`src/hw/rtl/bcc_pkg.sv`:
```
package bcc_pkg;

  // Elapsed-tick counter width
  localparam int TIME_WIDTH = 16;
  // Common width for comparing the counter with 16-bit timing registers
  localparam int CMP_W = (TIME_WIDTH > 16) ? TIME_WIDTH : 16;
  localparam logic [TIME_WIDTH-1:0] TIME_MAX = {TIME_WIDTH{1'b1}};

  localparam int REG_IDX_W = 4;

  // Register indexes on the configuration port
  localparam logic [REG_IDX_W-1:0] REG_CLICK_LENGTH      = 4'd0;
  localparam logic [REG_IDX_W-1:0] REG_CLICK_PAUSE       = 4'd1;
  localparam logic [REG_IDX_W-1:0] REG_TIP_TIMEOUT       = 4'd2;
  localparam logic [REG_IDX_W-1:0] REG_LONG_FUNC_DELAY   = 4'd3;
  localparam logic [REG_IDX_W-1:0] REG_DIM_REPEAT_TIME   = 4'd4;
  localparam logic [REG_IDX_W-1:0] REG_HOLD_REPEAT_LIMIT = 4'd5;
  localparam logic [REG_IDX_W-1:0] REG_LOCAL_ENABLE      = 4'd6;
  localparam logic [REG_IDX_W-1:0] REG_OUTPUT_ON         = 4'd7;

  // Classifier states
  localparam logic [3:0] ST_IDLE      = 4'd0;
  localparam logic [3:0] ST_INITPRESS = 4'd1;
  localparam logic [3:0] ST_HOLDORTIP = 4'd2;
  localparam logic [3:0] ST_HOLD      = 4'd3;
  localparam logic [3:0] ST_TIPWAIT   = 4'd4;
  localparam logic [3:0] ST_PAUSE1    = 4'd5;
  localparam logic [3:0] ST_CLICK2    = 4'd6;
  localparam logic [3:0] ST_LONG2     = 4'd7;
  localparam logic [3:0] ST_AWAITREL  = 4'd8;
  localparam logic [3:0] ST_PAUSE2    = 4'd9;
  localparam logic [3:0] ST_LOCALDIM  = 4'd10;
  localparam logic [3:0] ST_CLICK3    = 4'd11;
  localparam logic [3:0] ST_PAUSE3    = 4'd12;

  // Event codes
  localparam logic [3:0] EV_TIP2        = 4'd1;
  localparam logic [3:0] EV_TIP3        = 4'd2;
  localparam logic [3:0] EV_HOLD_START  = 4'd4;
  localparam logic [3:0] EV_HOLD_REPEAT = 4'd5;
  localparam logic [3:0] EV_HOLD_END    = 4'd6;
  localparam logic [3:0] EV_CLICK1      = 4'd7;
  localparam logic [3:0] EV_CLICK2      = 4'd8;
  localparam logic [3:0] EV_CLICK3      = 4'd9;
  localparam logic [3:0] EV_SHORT_LONG  = 4'd10;
  localparam logic [3:0] EV_SSL         = 4'd11;
  localparam logic [3:0] EV_LOCAL_SW    = 4'd12;
  localparam logic [3:0] EV_LOCAL_DIM   = 4'd13;

  typedef struct packed {
    logic [15:0] click_length;
    logic [15:0] click_pause;
    logic [15:0] tip_timeout;
    logic [15:0] long_function_delay;
    logic [15:0] dim_repeat_time;
    logic [7:0]  hold_repeat_limit;
    logic        local_enable;
    logic        output_on;
  } cfg_t;

  typedef struct packed {
    logic       valid;
    logic [3:0] code;
    logic       dim_up;
  } event_t;

endpackage

```
`src/hw/rtl/bcc_fsm.sv`:
```
// Gesture state machine: state registers plus one-item update.
module bcc_fsm (
  input  logic          clk,
  input  logic          rst,
  input  logic          step,
  input  logic          opcode,
  input  logic          pressed,
  input  bcc_pkg::cfg_t cfg,
  output bcc_pkg::event_t ev
);

  logic [3:0]                     st, st_next;
  logic                           level, level_next;
  logic [2:0]                     click_count, click_count_next;
  logic [7:0]                     hold_count, hold_count_next;
  logic [bcc_pkg::TIME_WIDTH-1:0] elapsed, elapsed_next;
  logic                           dim_dir, dim_dir_next;

  logic                           change, lvl, press, release_ev;
  logic [bcc_pkg::TIME_WIDTH-1:0] t_inc, dim_preload;
  logic [bcc_pkg::CMP_W-1:0]      t, c_len, c_pause, c_tip, c_long, c_dim;
  logic [3:0]                     tip_code;

  assign change     = !opcode;
  assign lvl        = change ? pressed : level;
  assign press      = change && lvl;
  assign release_ev = change && !lvl;
  assign t_inc      = (!change && elapsed != bcc_pkg::TIME_MAX) ?
                      elapsed + 1'b1 : elapsed;

  assign t       = bcc_pkg::CMP_W'(t_inc);
  assign c_len   = bcc_pkg::CMP_W'(cfg.click_length);
  assign c_pause = bcc_pkg::CMP_W'(cfg.click_pause);
  assign c_tip   = bcc_pkg::CMP_W'(cfg.tip_timeout);
  assign c_long  = bcc_pkg::CMP_W'(cfg.long_function_delay);
  assign c_dim   = bcc_pkg::CMP_W'(cfg.dim_repeat_time);

  // dim_repeat_time clipped to the counter range
  assign dim_preload = (c_dim < bcc_pkg::CMP_W'(bcc_pkg::TIME_MAX)) ?
                       bcc_pkg::TIME_WIDTH'(cfg.dim_repeat_time) : bcc_pkg::TIME_MAX;

  // tip count minus one, reported modulo 4
  assign tip_code = {2'b00, 2'(click_count - 3'd1)};

  always_comb begin
    st_next          = st;
    level_next       = lvl;
    click_count_next = click_count;
    hold_count_next  = hold_count;
    elapsed_next     = t_inc;
    dim_dir_next     = dim_dir;
    ev               = '0;
    case (st)
      bcc_pkg::ST_INITPRESS: begin
        if (release_ev) begin
          elapsed_next = '0;
          st_next      = bcc_pkg::ST_PAUSE1;
        end else if (t >= c_len) begin
          st_next = bcc_pkg::ST_HOLDORTIP;
        end
      end
      bcc_pkg::ST_HOLDORTIP: begin
        if (release_ev && click_count == 3'd0) begin
          elapsed_next     = '0;
          click_count_next = 3'd1;
          st_next          = bcc_pkg::ST_TIPWAIT;
          ev.valid         = 1'b1;
          ev.code          = bcc_pkg::EV_LOCAL_SW;
        end else if (release_ev) begin
          elapsed_next = '0;
          st_next      = bcc_pkg::ST_TIPWAIT;
          ev.valid     = 1'b1;
          ev.code      = tip_code;
        end else if (t >= c_long) begin
          if (!cfg.local_enable || !cfg.output_on) begin
            hold_count_next = '0;
            elapsed_next    = '0;
            st_next         = bcc_pkg::ST_HOLD;
            ev.valid        = 1'b1;
            ev.code         = bcc_pkg::EV_HOLD_START;
          end else begin
            // first dim step fires on the next evaluation
            dim_dir_next = !dim_dir;
            elapsed_next = dim_preload;
            st_next      = bcc_pkg::ST_LOCALDIM;
          end
        end
      end
      bcc_pkg::ST_HOLD: begin
        if (release_ev) begin
          st_next  = bcc_pkg::ST_IDLE;
          ev.valid = 1'b1;
          ev.code  = bcc_pkg::EV_HOLD_END;
        end else if (t >= c_dim) begin
          ev.valid = 1'b1;
          if (hold_count < cfg.hold_repeat_limit) begin
            elapsed_next    = '0;
            hold_count_next = hold_count + 8'd1;
            ev.code         = bcc_pkg::EV_HOLD_REPEAT;
          end else begin
            st_next = bcc_pkg::ST_AWAITREL;
            ev.code = bcc_pkg::EV_HOLD_END;
          end
        end
      end
      bcc_pkg::ST_TIPWAIT: begin
        if (press) begin
          elapsed_next     = '0;
          click_count_next = (click_count >= 3'd4) ? 3'd2 : click_count + 3'd1;
          st_next          = bcc_pkg::ST_HOLDORTIP;
        end else if (t >= c_tip) begin
          st_next = bcc_pkg::ST_IDLE;
        end
      end
      bcc_pkg::ST_PAUSE1: begin
        if (press) begin
          elapsed_next     = '0;
          click_count_next = 3'd2;
          st_next          = bcc_pkg::ST_CLICK2;
        end else if (t >= c_pause) begin
          st_next  = bcc_pkg::ST_TIPWAIT;
          ev.valid = 1'b1;
          ev.code  = cfg.local_enable ? bcc_pkg::EV_LOCAL_SW : bcc_pkg::EV_CLICK1;
        end
      end
      bcc_pkg::ST_CLICK2: begin
        if (release_ev) begin
          elapsed_next = '0;
          st_next      = bcc_pkg::ST_PAUSE2;
        end else if (t > c_len) begin
          st_next = bcc_pkg::ST_LONG2;
        end
      end
      bcc_pkg::ST_LONG2: begin
        if (release_ev) begin
          elapsed_next = '0;
          st_next      = bcc_pkg::ST_TIPWAIT;
          ev.valid     = 1'b1;
          ev.code      = bcc_pkg::EV_TIP2;
        end else if (t > c_long) begin
          st_next  = bcc_pkg::ST_AWAITREL;
          ev.valid = 1'b1;
          ev.code  = bcc_pkg::EV_SHORT_LONG;
        end
      end
      bcc_pkg::ST_PAUSE2: begin
        if (press) begin
          elapsed_next     = '0;
          click_count_next = 3'd3;
          st_next          = bcc_pkg::ST_CLICK3;
        end else if (t >= c_pause) begin
          st_next  = bcc_pkg::ST_TIPWAIT;
          ev.valid = 1'b1;
          ev.code  = bcc_pkg::EV_CLICK2;
        end
      end
      bcc_pkg::ST_CLICK3: begin
        if (release_ev) begin
          elapsed_next = '0;
          st_next      = bcc_pkg::ST_TIPWAIT;
          ev.valid     = 1'b1;
          ev.code      = bcc_pkg::EV_CLICK3;
        end else if (t >= c_len) begin
          st_next = bcc_pkg::ST_PAUSE3;
        end
      end
      bcc_pkg::ST_PAUSE3: begin
        if (release_ev) begin
          elapsed_next = '0;
          st_next      = bcc_pkg::ST_TIPWAIT;
          ev.valid     = 1'b1;
          ev.code      = bcc_pkg::EV_TIP3;
        end else if (t >= c_long) begin
          st_next  = bcc_pkg::ST_AWAITREL;
          ev.valid = 1'b1;
          ev.code  = bcc_pkg::EV_SSL;
        end
      end
      bcc_pkg::ST_LOCALDIM: begin
        if (release_ev) begin
          st_next = bcc_pkg::ST_IDLE;
        end else if (t >= c_dim) begin
          elapsed_next = '0;
          ev.valid     = 1'b1;
          ev.code      = bcc_pkg::EV_LOCAL_DIM;
          ev.dim_up    = dim_dir;
        end
      end
      bcc_pkg::ST_AWAITREL: begin
        if (release_ev) begin
          st_next = bcc_pkg::ST_IDLE;
        end
      end
      default: begin
        // idle and unused codes
        if (press) begin
          click_count_next = cfg.local_enable ? 3'd0 : 3'd1;
          elapsed_next     = '0;
          st_next          = bcc_pkg::ST_INITPRESS;
        end else begin
          st_next = bcc_pkg::ST_IDLE;
        end
      end
    endcase
  end

  always_ff @(posedge clk) begin
    if (rst) begin
      st          <= bcc_pkg::ST_IDLE;
      level       <= 1'b0;
      click_count <= '0;
      hold_count  <= '0;
      elapsed     <= '0;
      dim_dir     <= 1'b0;
    end else if (step) begin
      st          <= st_next;
      level       <= level_next;
      click_count <= click_count_next;
      hold_count  <= hold_count_next;
      elapsed     <= elapsed_next;
      dim_dir     <= dim_dir_next;
    end
  end

endmodule

```
`src/hw/rtl/button_click_classifier.sv`:
```
// Channel   Dir  Signals                              Word
// s_*       in   s_tvalid s_tready s_tdata[7:0]       button change or tick
// m_*       out  m_tvalid m_tready m_tdata[7:0]       one gesture event
// cfg_*     in   cfg_valid cfg_ready cfg_index cfg_data  register write
//
// Each input word is registered, then classified into the result
// register; one word per clock is sustained while m_tready does not stall.
// Words that cause no event are consumed without output.
// A stalled m_tready holds the result; the input register keeps taking
// words while the result register is free or being drained that cycle.
// rst is synchronous: state machine idle, counters zero, registers at
// their documented defaults. cfg_ready is always high.
module button_click_classifier (
  input  logic                          clk,
  input  logic                          rst,
  // s_tdata: [0] opcode, [1] pressed, [7:2] zero
  input  logic                          s_tvalid,
  output logic                          s_tready,
  input  logic [7:0]                    s_tdata,
  // m_tdata: [3:0] event_code, [4] dim_up, [7:5] zero
  output logic                          m_tvalid,
  input  logic                          m_tready,
  output logic [7:0]                    m_tdata,
  input  logic                          cfg_valid,
  output logic                          cfg_ready,
  input  logic [bcc_pkg::REG_IDX_W-1:0] cfg_index,
  input  logic [15:0]                   cfg_data
);

  bcc_pkg::cfg_t   cfg;
  bcc_pkg::event_t ev;

  // input register
  logic in_full;
  logic in_opcode;
  logic in_pressed;

  // result register
  logic [3:0] out_code;
  logic       out_dim_up;

  logic advance;

  // classify the held word whenever the result register can take its event
  assign advance   = in_full && (!m_tvalid || m_tready);
  assign s_tready  = !in_full || advance;
  assign cfg_ready = 1'b1;

  always_ff @(posedge clk) begin
    if (rst) begin
      in_full <= 1'b0;
    end else if (s_tvalid && s_tready) begin
      in_full <= 1'b1;
    end else if (advance) begin
      in_full <= 1'b0;
    end
  end

  always_ff @(posedge clk) begin
    if (s_tvalid && s_tready) begin
      in_opcode  <= s_tdata[0];
      in_pressed <= s_tdata[1];
    end
  end

  bcc_fsm u_fsm (
    .clk     (clk),
    .rst     (rst),
    .step    (advance),
    .opcode  (in_opcode),
    .pressed (in_pressed),
    .cfg     (cfg),
    .ev      (ev)
  );

  always_ff @(posedge clk) begin
    if (rst) begin
      m_tvalid <= 1'b0;
    end else if (advance && ev.valid) begin
      m_tvalid <= 1'b1;
    end else if (m_tready) begin
      m_tvalid <= 1'b0;
    end
  end

  always_ff @(posedge clk) begin
    if (advance && ev.valid) begin
      out_code   <= ev.code;
      out_dim_up <= ev.dim_up;
    end
  end

  assign m_tdata = {3'b000, out_dim_up, out_code};

  // configuration registers; indexes past the list are dropped
  always_ff @(posedge clk) begin
    if (rst) begin
      cfg.click_length        <= 16'd14;
      cfg.click_pause         <= 16'd14;
      cfg.tip_timeout         <= 16'd80;
      cfg.long_function_delay <= 16'd50;
      cfg.dim_repeat_time     <= 16'd100;
      cfg.hold_repeat_limit   <= 8'd30;
      cfg.local_enable        <= 1'b0;
      cfg.output_on           <= 1'b0;
    end else if (cfg_valid && cfg_ready) begin
      case (cfg_index)
        bcc_pkg::REG_CLICK_LENGTH:      cfg.click_length        <= cfg_data;
        bcc_pkg::REG_CLICK_PAUSE:       cfg.click_pause         <= cfg_data;
        bcc_pkg::REG_TIP_TIMEOUT:       cfg.tip_timeout         <= cfg_data;
        bcc_pkg::REG_LONG_FUNC_DELAY:   cfg.long_function_delay <= cfg_data;
        bcc_pkg::REG_DIM_REPEAT_TIME:   cfg.dim_repeat_time     <= cfg_data;
        bcc_pkg::REG_HOLD_REPEAT_LIMIT: cfg.hold_repeat_limit   <= cfg_data[7:0];
        bcc_pkg::REG_LOCAL_ENABLE:      cfg.local_enable        <= cfg_data[0];
        bcc_pkg::REG_OUTPUT_ON:         cfg.output_on           <= cfg_data[0];
        default: begin
        end
      endcase
    end
  end

endmodule

```
`config.mk`:
```
export PLATFORM = sky130hd
export DESIGN_NAME = button_click_classifier
export DESIGN_NICKNAME = d
export VERILOG_FILES = /design/src/hw/rtl/bcc_pkg.sv /design/src/hw/rtl/bcc_fsm.sv /design/src/hw/rtl/button_click_classifier.sv
export SDC_FILE = /design/constraint.sdc
export NUM_CORES = 1
export LEC_CHECK = 0
export BUFFER_PORTS_ARGS = -buffer_cell sky130_fd_sc_hd__buf_2
export CELL_PAD_IN_SITES_DETAIL_PLACEMENT = 1
export CELL_PAD_IN_SITES_GLOBAL_PLACEMENT = 2
export CORE_MARGIN = 1.5
export CORE_UTILIZATION = 34
export CTS_BUF_LIST = sky130_fd_sc_hd__clkbuf_4
export DETAILED_ROUTE_END_ITERATION = 6
export HOLD_SLACK_MARGIN = 0.03
export PLACE_DENSITY_LB_ADDON = 0.1
export RECOVER_POWER = 25
export SYNTH_ARGS = -nofsm -noshare
export SYNTH_HDL_FRONTEND = slang
export SYNTH_SLANG_ARGS = --single-unit
```
`constraint.sdc`:
```
create_clock -name clk -period 4.1 [get_ports clk]
set_input_delay 1.025 -clock clk [delete_from_list [all_inputs] [get_ports clk]]
set_output_delay 1.025 -clock clk [all_outputs]
set_load 0.02 [all_outputs]
```
**Word level (Yosys, flattened, before mapping)**

Index checks and enable logic that the tools add are counted.

- Bits of input ports: 33
- Register bits: 132
- Output and inout port bits: 11
- Word-level logic and storage cells: 200

- Bitwise gates (word level): 6
- Eq/ne operators: 41
- Reduce and logical (&&, ||, !) cells: 39
- $add $sub $neg: 4
- Multiplexer cells: 80
- $lt $le $gt $ge: 10

Operator list:

| cell | number |
|---|---|
| 16-bit two-way mux | 13 |
| 4-bit two-way mux | 24 |
| 16-bit >= comparator | 5 |
| 16-bit case mux with 5 select lines | 1 |
| 5-bit two-way mux | 15 |
| 8-bit two-way mux | 7 |
| 4-bit case mux with 11 select lines | 1 |
| 5-bit case mux with 8 select lines | 1 |
| 4-bit by 3-bit equality test with 1-bit output (second input constant) | 8 |
| 16-bit > comparator | 2 |
| 3-bit by 1-bit != test with 1-bit output (second input constant) | 7 |
| 4-bit equality test (second input constant) | 5 |
| 3-bit two-way mux | 6 |
| 2-bit by 1-bit != test with 1-bit output (second input constant) | 9 |
| 16-bit by 1-bit adder with 16-bit output (second input constant) | 1 |
| 4-bit by 2-bit equality test with 1-bit output (second input constant) | 4 |
| 16-bit less-than comparator (second input constant) | 1 |
| 16-bit != test (second input constant) | 1 |
| 8-bit case mux with 2 select lines | 1 |
| 2-bit AND reduction | 8 |
| 3-bit case mux with 5 select lines | 1 |
| 6-bit two-way mux | 2 |
| 11-bit AND reduction | 1 |
| 9-bit AND reduction | 1 |
| other kinds (24) | 55 |

**Logic depth before layout (Yosys ltp)**

Gate-level depths: netlist of the first run.

- Depth in word-level cells: 10
- Mapped depth: 16
- Depth with buffers taken out: 15

**Modules after synthesis**

From an unflattened synthesis of the first run, not the netlist that was laid out.

- Cell total of the unflattened synthesis: 1047
- Area total of the unflattened synthesis: 8811.0 µm²

Modules (own cells, without submodules):

| module | times used | sequential area each (µm²) | cells an instance | area an instance (µm²) |
|---|---|---|---|---|
| bcc_fsm | 1 | 640.6 | 695 | 4906.0 |
| button_click_classifier | 1 | 2052.0 | 352 | 3905.0 |

**Least setup slack after synthesis of the first run**

Ideal clock, no wire load.

- Path type: register -> register
- Start point: register u_fsm.elapsed[5] in the netlist's numbering
- End point: register out_code[0], data pin
- Clock period less this slack: 4285 ps
- Required time: 3835 ps
- Arrival time: 4020 ps
- Buffers on the path: 1
- Library setup time: 265 ps
- Cell stages (with the launch flop): 15
- Path slack: -185 ps
- Cells stage by stage: dfxtp_1 -> nand4_1 -> or4_1 -> nor3_2 -> nand3_1 -> xnor2_1 -> ha_1 -> nand4_4 -> nor3_1 -> or3_4 -> a2111oi_4 -> nand2_4 -> buf_6 -> a32o_1 -> or3_1

RTL lines:

| element | line | source |
|---|---|---|
| start, declared | bcc_fsm.sv:16 | `logic [bcc_pkg::TIME_WIDTH-1:0] elapsed, elapsed_next;` |
| start signal, assigned | bcc_fsm.sv:220 | `elapsed <= elapsed_next;` |
| end signal, assigned | button_click_classifier.sv:88 | `out_code <= ev.code;` |
| end, declared | button_click_classifier.sv:39 | `logic [3:0] out_code;` |

**Worst setup path in the final report of the first run**

- Start point: register u_fsm.elapsed[8] in the netlist's numbering
- End point: register u_fsm.elapsed[6] in the netlist's numbering

- Word-level cells in the longest chain between the ends: 8
- Elaborated cells between the ends (all ways): 17
- Those cells by class: add/sub (1); order compare (2); eq/ne (1); mux (12); reduce/logical (1)

Ends and longest elaborated chain:

| element | line | source |
|---|---|---|
| branches (longest 2 deep; another with 16-bit by 1-bit adder with 16-bit output) | -- |  |
| 16-bit two-way mux * | bcc_fsm.sv:28 | `assign t_inc = (!change && elapsed != bcc_pkg::TIME_MAX) ?` |
| 16-bit >= comparator | bcc_fsm.sv:74 | `end else if (t >= c_long) begin` |
| 16-bit two-way mux | bcc_fsm.sv:74 |  |
| 16-bit two-way mux | bcc_fsm.sv:69 | `end else if (release_ev) begin` |
| 16-bit two-way mux | bcc_fsm.sv:63 | `if (release_ev && click_count == 3'd0) begin` |
| 16-bit case mux with 5 select lines * | bcc_fsm.sv:53 | `case (st)` |

Mark *: on every way between the ends.
A chain may end at the register's enable or synchronous reset.

==> results of run 1 <==
==> sequential cells by signal (all words and copies together) (netlist names) <==
signal,flops
u_fsm.elapsed,16
out_dim_up,1
in_full,1
u_fsm.dim_dir,1
u_fsm.click_count,3
in_pressed,1
in_opcode,1
m_tvalid,1
u_fsm.st,4
cfg,90
u_fsm.hold_count,8
out_code,4
==> metrics by stage <==
stage | setup WS (ns) | util | instance area [um2]
CTS | 0.00486 | 0.408 | 10200
global route | -0.162 | 0.426 | 10600
detailed placement | -0.220 | 0.391 | 9750
finish | 0.0267 | 0.426 | 10600
floorplan | 0.00932 | - | 8610
global placement | -0.0990 | 0.391 | 9750
==> placed cells by master, fill, tap and decap left out, drive strengths merged, types with 7 or more instances in the layout <==
cell,instances
nand4,20
nand2b,13
edfxtp,7
a211o,15
buf,150
a21o,7
inv,99
or3,8
a21oi,120
and3,9
a221oi,13
nor3,24
xnor2,11
nand2,207
ha,91
nand3,25
a211oi,17
mux2i,10
nor4,9
clkbuf,18
and2,9
o21ai,38
nand3b,10
dfxtp,124
nor2,82
==> layer usage <==
metal  track usage  vias to the layer above  routed length, um
met1         0.303                     4088              14200
met4        0.0709                        0                601
li1              -                     4157                  -
met3        0.0368                       33                819
met5             0                        -                  0
met2         0.396                      103              14300
==> area by class of cell <==
cell class	count	area, um2
diodes	1	2.50
clock buffers	17	128
clock inverters	14	224
fillers	3112	14300
inverters	94	353
multi-input cells	839	5710
flip-flops and latches	131	2700
well taps	330	413
repair buffers	151	1110
==> worst max-delay path by stage <==
| stage | cells after the start | startpoint | endpoint | slack (ns) |
|---|---|---|---|---|
| 5_1_grt | 17 | u_fsm.elapsed[7] | u_fsm.elapsed[6] | -0.16 |
| 3_3_place_gp | 16 | u_fsm.elapsed[3] | out_dim_up | -0.1 |
| 6_report | 17 | u_fsm.elapsed[8] | u_fsm.elapsed[6] | 0.03 |
| 4_1_cts | 16 | u_fsm.elapsed[8] | u_fsm.elapsed[2] | 0.005 |
| 2_1_floorplan | 14 | u_fsm.elapsed[5] | out_code[0] | 0.009 |
| 3_5_place_dp | 17 | u_fsm.elapsed[0] | u_fsm.st[0] | -0.22 |
==> kinds of logic (layout without fill, tap and decap cells) <==
group,after synthesis,in the layout,share of synthesized area
simple gates,440,440,0.241
xor+xnor,16,16,0.0163
buf+inv,154,276,0.0716
mux,10,10,0.0116
flops,131,131,0.313
other cells,2,5,0.000874
fa+ha+maj,91,91,0.132
compound gates,278,278,0.213
==> cells in the mapped netlist (5+ instances only) <==
cell type,number,share of area
a221oi_1,13,0.013
nor2b_1,6,0.0044
inv_1,94,0.041
edfxtp_1,7,0.024
mux2i_1,10,0.012
a31oi_1,5,0.0036
o22ai_1,6,0.0044
a21oi_1,120,0.070
dfxtp_1,124,0.29
and3_1,9,0.0066
nor4_1,7,0.0051
a21o_1,7,0.0061
nor3_1,23,0.013
a211o_1,15,0.015
xnor2_1,11,0.011
nand4_1,19,0.014
o21ai_0,36,0.021
clkbuf_1,46,0.020
xor2_1,5,0.0051
a211oi_1,15,0.013
nand3_1,25,0.015
nand3b_1,10,0.0087
nand2_1,205,0.090
o211ai_1,5,0.0044
o21bai_1,5,0.0044
and2_1,8,0.0058
nor2_1,82,0.036
ha_1,91,0.13
or3_1,7,0.0051
nand2b_1,13,0.0095
buf_4,5,0.0044
o31ai_1,5,0.0044
==> report_power, final <==
part | leakage, uW | internal [uW] | total [uW] | switching, uW
combinational | 0.00304 | 326 | 771 | 445
sequential | 0.00107 | 1310 | 1340 | 22.9
clock | 0.000184 | 552 | 1140 | 587
total | 0.00429 | 2190 | 3250 | 1060
==> timing repair <==
item                                   CTS  global route
pin swaps                                1            19
setup buffers                            0            14
resized for setup                       13            74
setup endpoints to repair               35            35
endpoints found under the hold margin    0             0
==> critical path: cells and delay by family, from the launching register on <==
| family | cells | cell delay (ns) |
|---|---|---|
| flip-flops | 1 | 0.35 |
| adder cells (fa/ha/maj) | 1 | 0.26 |
| AND/OR/NAND/NOR | 7 | 1.67 |
| buffers and inverters | 4 | 0.63 |
| AO/OA/AOI/OAI | 4 | 0.83 |
| XOR/XNOR | 1 | 0.17 |
==> metrics.txt, run 1 <==
synth unique cells 80; Leak Pwr 0.00429 uW; Detailed Route Iter0 Violations 396; CP Launch Type flip-flop; clk_lat worst skew 0.58 ns; Critical Path Fanout Max 6; Peak supply drop 0.170 mV; # rows 58; pin count of the biggest net entering global routing 59; Post-synth EDFFs 7; drt total wl 29.9 mm; RSZ-0062 raised after global routing yes; WHS Endpoint cfg[65]; Die W 162 um; PortBufs 33; grt ovf 0; crit path capture type flip-flop; initial antenna violation count 1; drt wl/cell 19.0 um; Critical Path Max Stage Delay 0.57 ns; Worst Hold Depth 2; reg2reg path depth 17; Synthesis Warnings 0; placed cell count 1531; Post-Syn Area per Cell 7.66 um2; worst hold slack 0.465 ns; CP Class reg -> reg; headroom to the max-slew limit 0.430; Ports 44; critical path's slowest cell or4_4; Die Ht 162 um; Final Critical Period 4.07 ns; CTS tree built; DR vias 8381; die area 26200 um2; Layout area overhead 23.8%; Hold-fix buffers, CTS 0; share of cells above drive strength 1 0.212; Starting Density 0.344; cells along the critical path nand4_1, or4_4, buf_6, nor3_4, nand3_2, xnor2_4, buf_6, ha_4, nand4_1, or3_4, o21a_4, a211oi_2, buf_4, o211ai_4, buf_12, a221oi_2, nor3_1; CTS Root Cell clkbuf_4; Overall Global Routing Usage 0.233; PD cells 305 nW/um2; Hold Vio Cnt, Final 0; Top FF cell, synth dfxtp_1; register bit count reported by yosys 131; status finished, final reports clean; Reg-to-Reg End u_fsm.elapsed[6]; fin crit share 0.993; H-tree levels 4; number of global-route vias before repair 8491; final std cells w/o fill 1577; Worst R2R Start u_fsm.elapsed[8]; f_max 0.246 GHz; DR vias/cell 5.31; Placer Congestion 0.814; clk sinks 131; setup violators final 0; Max Buffers Root-to-Sink 2; Routed Antenna Nets 0; CTS buffer count 17; first-pass GRT wire length 46.7 mm; Least-Margin Pin Slew 0.854 ns; First-pass DRT Iterations 6; WP data arrival 4.51 ns; final clock skew 0.0304 ns; fin. max-slew vios 0; Core Box Area 25000 um2; register area share after synthesis 0.313; worst path required time 4.54 ns; Post-Synthesis Cells 1122; CTS clock-pin slew for the worst setup and hold paths 0.15 ns; Tightest Hold Check Type reg -> reg; HP Start cfg[65]; hpwl dp 21.8 mm; post-route setup TNS 0 ns; total chip power 3250 uW; register-to-register setup slack 0.03 ns; drt drc 0; mapped cell area 8590 um2; fraction of synthesis flops using an asynchronous set or reset pin 0; Max Cap Viol 0; nets 1358
(Power assumes the default switching activity.)
==> run 2, diff against run 1 <==
--- a/config.mk
+++ b/config.mk
@@ -13,8 +13,10 @@
 export CTS_BUF_LIST = sky130_fd_sc_hd__clkbuf_4
 export DETAILED_ROUTE_END_ITERATION = 6
 export HOLD_SLACK_MARGIN = 0.03
+export MAX_ROUTING_LAYER = met4
 export PLACE_DENSITY_LB_ADDON = 0.1
 export RECOVER_POWER = 25
+export SLEW_MARGIN = 10
 export SYNTH_ARGS = -nofsm -noshare
 export SYNTH_HDL_FRONTEND = slang
 export SYNTH_SLANG_ARGS = --single-unit
==> metrics.txt, run 2 (synthesis gave the netlist of run 1 again) <==
status finished, final reports clean (unchanged); Layout area overhead 23.2% (was 23.8%); CTS clock-pin slew for the worst setup and hold paths 0.14 ns (was 0.15 ns); fin util 0.424 (was 0.426); CTS buffer count 17 (unchanged); fin. max-slew vios 0 (unchanged); most common cell after layout, fill and taps aside nand2_1 (unchanged); worst hold slack 0.464 ns (was 0.465 ns); First-pass DRT Iterations 6 (unchanged); grt ovf 0 (unchanged); DR vias 8325 (was 8381); final clock skew 0.0326 ns (was 0.0304 ns); Ports 44 (unchanged); headroom to the max-slew limit 0.432 (was 0.430); CTS Root Cell clkbuf_4 (unchanged); Critical Path Fanout Max 6 (unchanged); Leak Pwr 0.00431 uW (was 0.00429 uW); WP data arrival 4.41 ns (was 4.51 ns); Least-Margin Pin Slew 0.852 ns (was 0.854 ns); clk sinks 131 (unchanged); Max Buffers Root-to-Sink 2 (unchanged); final std cells w/o fill 1573 (was 1577); H-tree levels 4 (unchanged); CTS tree built (unchanged); setup violators final 0 (unchanged); Overall Global Routing Usage 0.240 (was 0.233); Die W 162 um (unchanged); Hold Vio Cnt, Final 0 (unchanged); DR vias/cell 5.29 (was 5.31); f_max 0.246 GHz (about the same); worst path required time 4.44 ns (was 4.54 ns); clk_lat worst skew 0.58 ns (about the same); Tightest Hold Check Type reg -> reg (unchanged); Max Cap Viol 0 (unchanged); RSZ-0062 raised after global routing yes (unchanged); Final Critical Period 4.07 ns (about the same); fin crit share 0.992 (was 0.993); crit path capture type flip-flop (unchanged); PortBufs 33 (unchanged); CP Class reg -> reg (unchanged); Routed Antenna Nets 0 (unchanged); drt total wl 29.6 mm (was 29.9 mm); nets 1354 (was 1358); Placer Congestion 0.826 (was 0.814); Hold-fix buffers, CTS 0 (unchanged); drt drc 0 (unchanged); placed cell count 1531 (unchanged); # rows 58 (unchanged); pin count of the biggest net entering global routing 59 (unchanged); PD cells 307 nW/um2 (was 305 nW/um2); share of cells above drive strength 1 0.209 (was 0.212); number of global-route vias before repair 8497 (was 8491); number of flip-flops in the largest register 90 (unchanged); Die Ht 162 um (unchanged); most frequent cells in the layout nand2_1 (202), dfxtp_1 (119), a21oi_1 (117) (was nand2_1 (201), dfxtp_1 (120), a21oi_1 (117)); Peak supply drop 0.170 mV (about the same); first-pass GRT wire length 46.7 mm (about the same); initial antenna violation count 1 (unchanged); die area 26200 um2 (unchanged); Detailed Route Iter0 Violations 447 (was 396); CP Launch Type flip-flop (unchanged); Largest regs cfg (90), u_fsm.elapsed (16), u_fsm.hold_count (8) (unchanged); drt wl/cell 18.8 um (was 19.0 um); Reg with most FFs cfg (unchanged); Core Box Area 25000 um2 (unchanged); hpwl dp 21.8 mm (unchanged); Starting Density 0.344 (unchanged)
-- run 2: critical path: stages, from the launching register on --
cell	delay (ns)
dfxtp_2	0.35
nand4_1	0.14
or4_4	0.57
buf_6	0.14
nor3_4	0.19
nand3_2	0.12
xnor2_2	0.21
ha_4	0.24
nand4_4	0.13
nor3_2	0.07
or3_4	0.38
a2111oi_4	0.36
clkbuf_16	0.22
nand2_8	0.07
a32o_2	0.29
or3_1	0.37
-- run 2: cell type report --
cell class / count / area [um2]
sequential: 131 / 2700
multi-input combinational: 839 / 5670
clock inverter: 14 / 224
fill: 3104 / 14400
tap: 330 / 413
antenna: 1 / 2.50
clock buffer: 17 / 128
timing repair buffer: 147 / 1090
inverter: 94 / 353
-- run 2: through the flow --
stage               TNS [ns]  power (uW)  cell area (um2)  setup slack [ns]
global route           -2.83        3410            10600            -0.164
detailed placement     -3.70        2060             9750            -0.220
CTS                        0        3220            10200           0.00486
floorplan                  0        1740             8610           0.00932
finish                     0        3250            10600            0.0323
global placement       -1.26        2050             9750           -0.0990
-- run 2: repair_timing --
| item | in CTS | in global routing |
|---|---|---|
| hold endpoints to repair | 0 | 0 |
| endpoints found under the setup margin | 35 | 35 |
| pin swaps | 1 | 24 |
| cloned | 0 | 0 |
| resized for setup | 13 | 74 |
| buffers inserted | 0 | 11 |
-- run 2: layer usage --
| layer | track usage | share of wire | vias to the layer above |
|---|---|---|---|
| li1 | - | - | 4152 |
| met1 | 0.302 | 0.47 | 4035 |
| met2 | 0.397 | 0.47 | 106 |
| met3 | 0.0368 | 0.032 | 32 |
| met4 | 0.0709 | 0.021 | 0 |
| met5 | - | 0 | - |
-- run 2: path summary, 6_finish.rpt --
check	from	to	slack (ns)	depth (start not counted)
max	u_fsm.elapsed[5]	out_code[0]	0.03	15
min	cfg[39]	cfg[39]	0.46	2
max reg2reg	u_fsm.elapsed[5]	out_code[0]	0.03	15
min reg2reg	cfg[39]	cfg[39]	0.46	2
-- run 2: where the power goes --
| group | internal (uW) | switching (uW) | total, uW |
|---|---|---|---|
| combinational | 328 | 444 | 771 |
| clock | 552 | 589 | 1140 |
| sequential | 1310 | 23.0 | 1340 |
| total | 2190 | 1060 | 3250 |
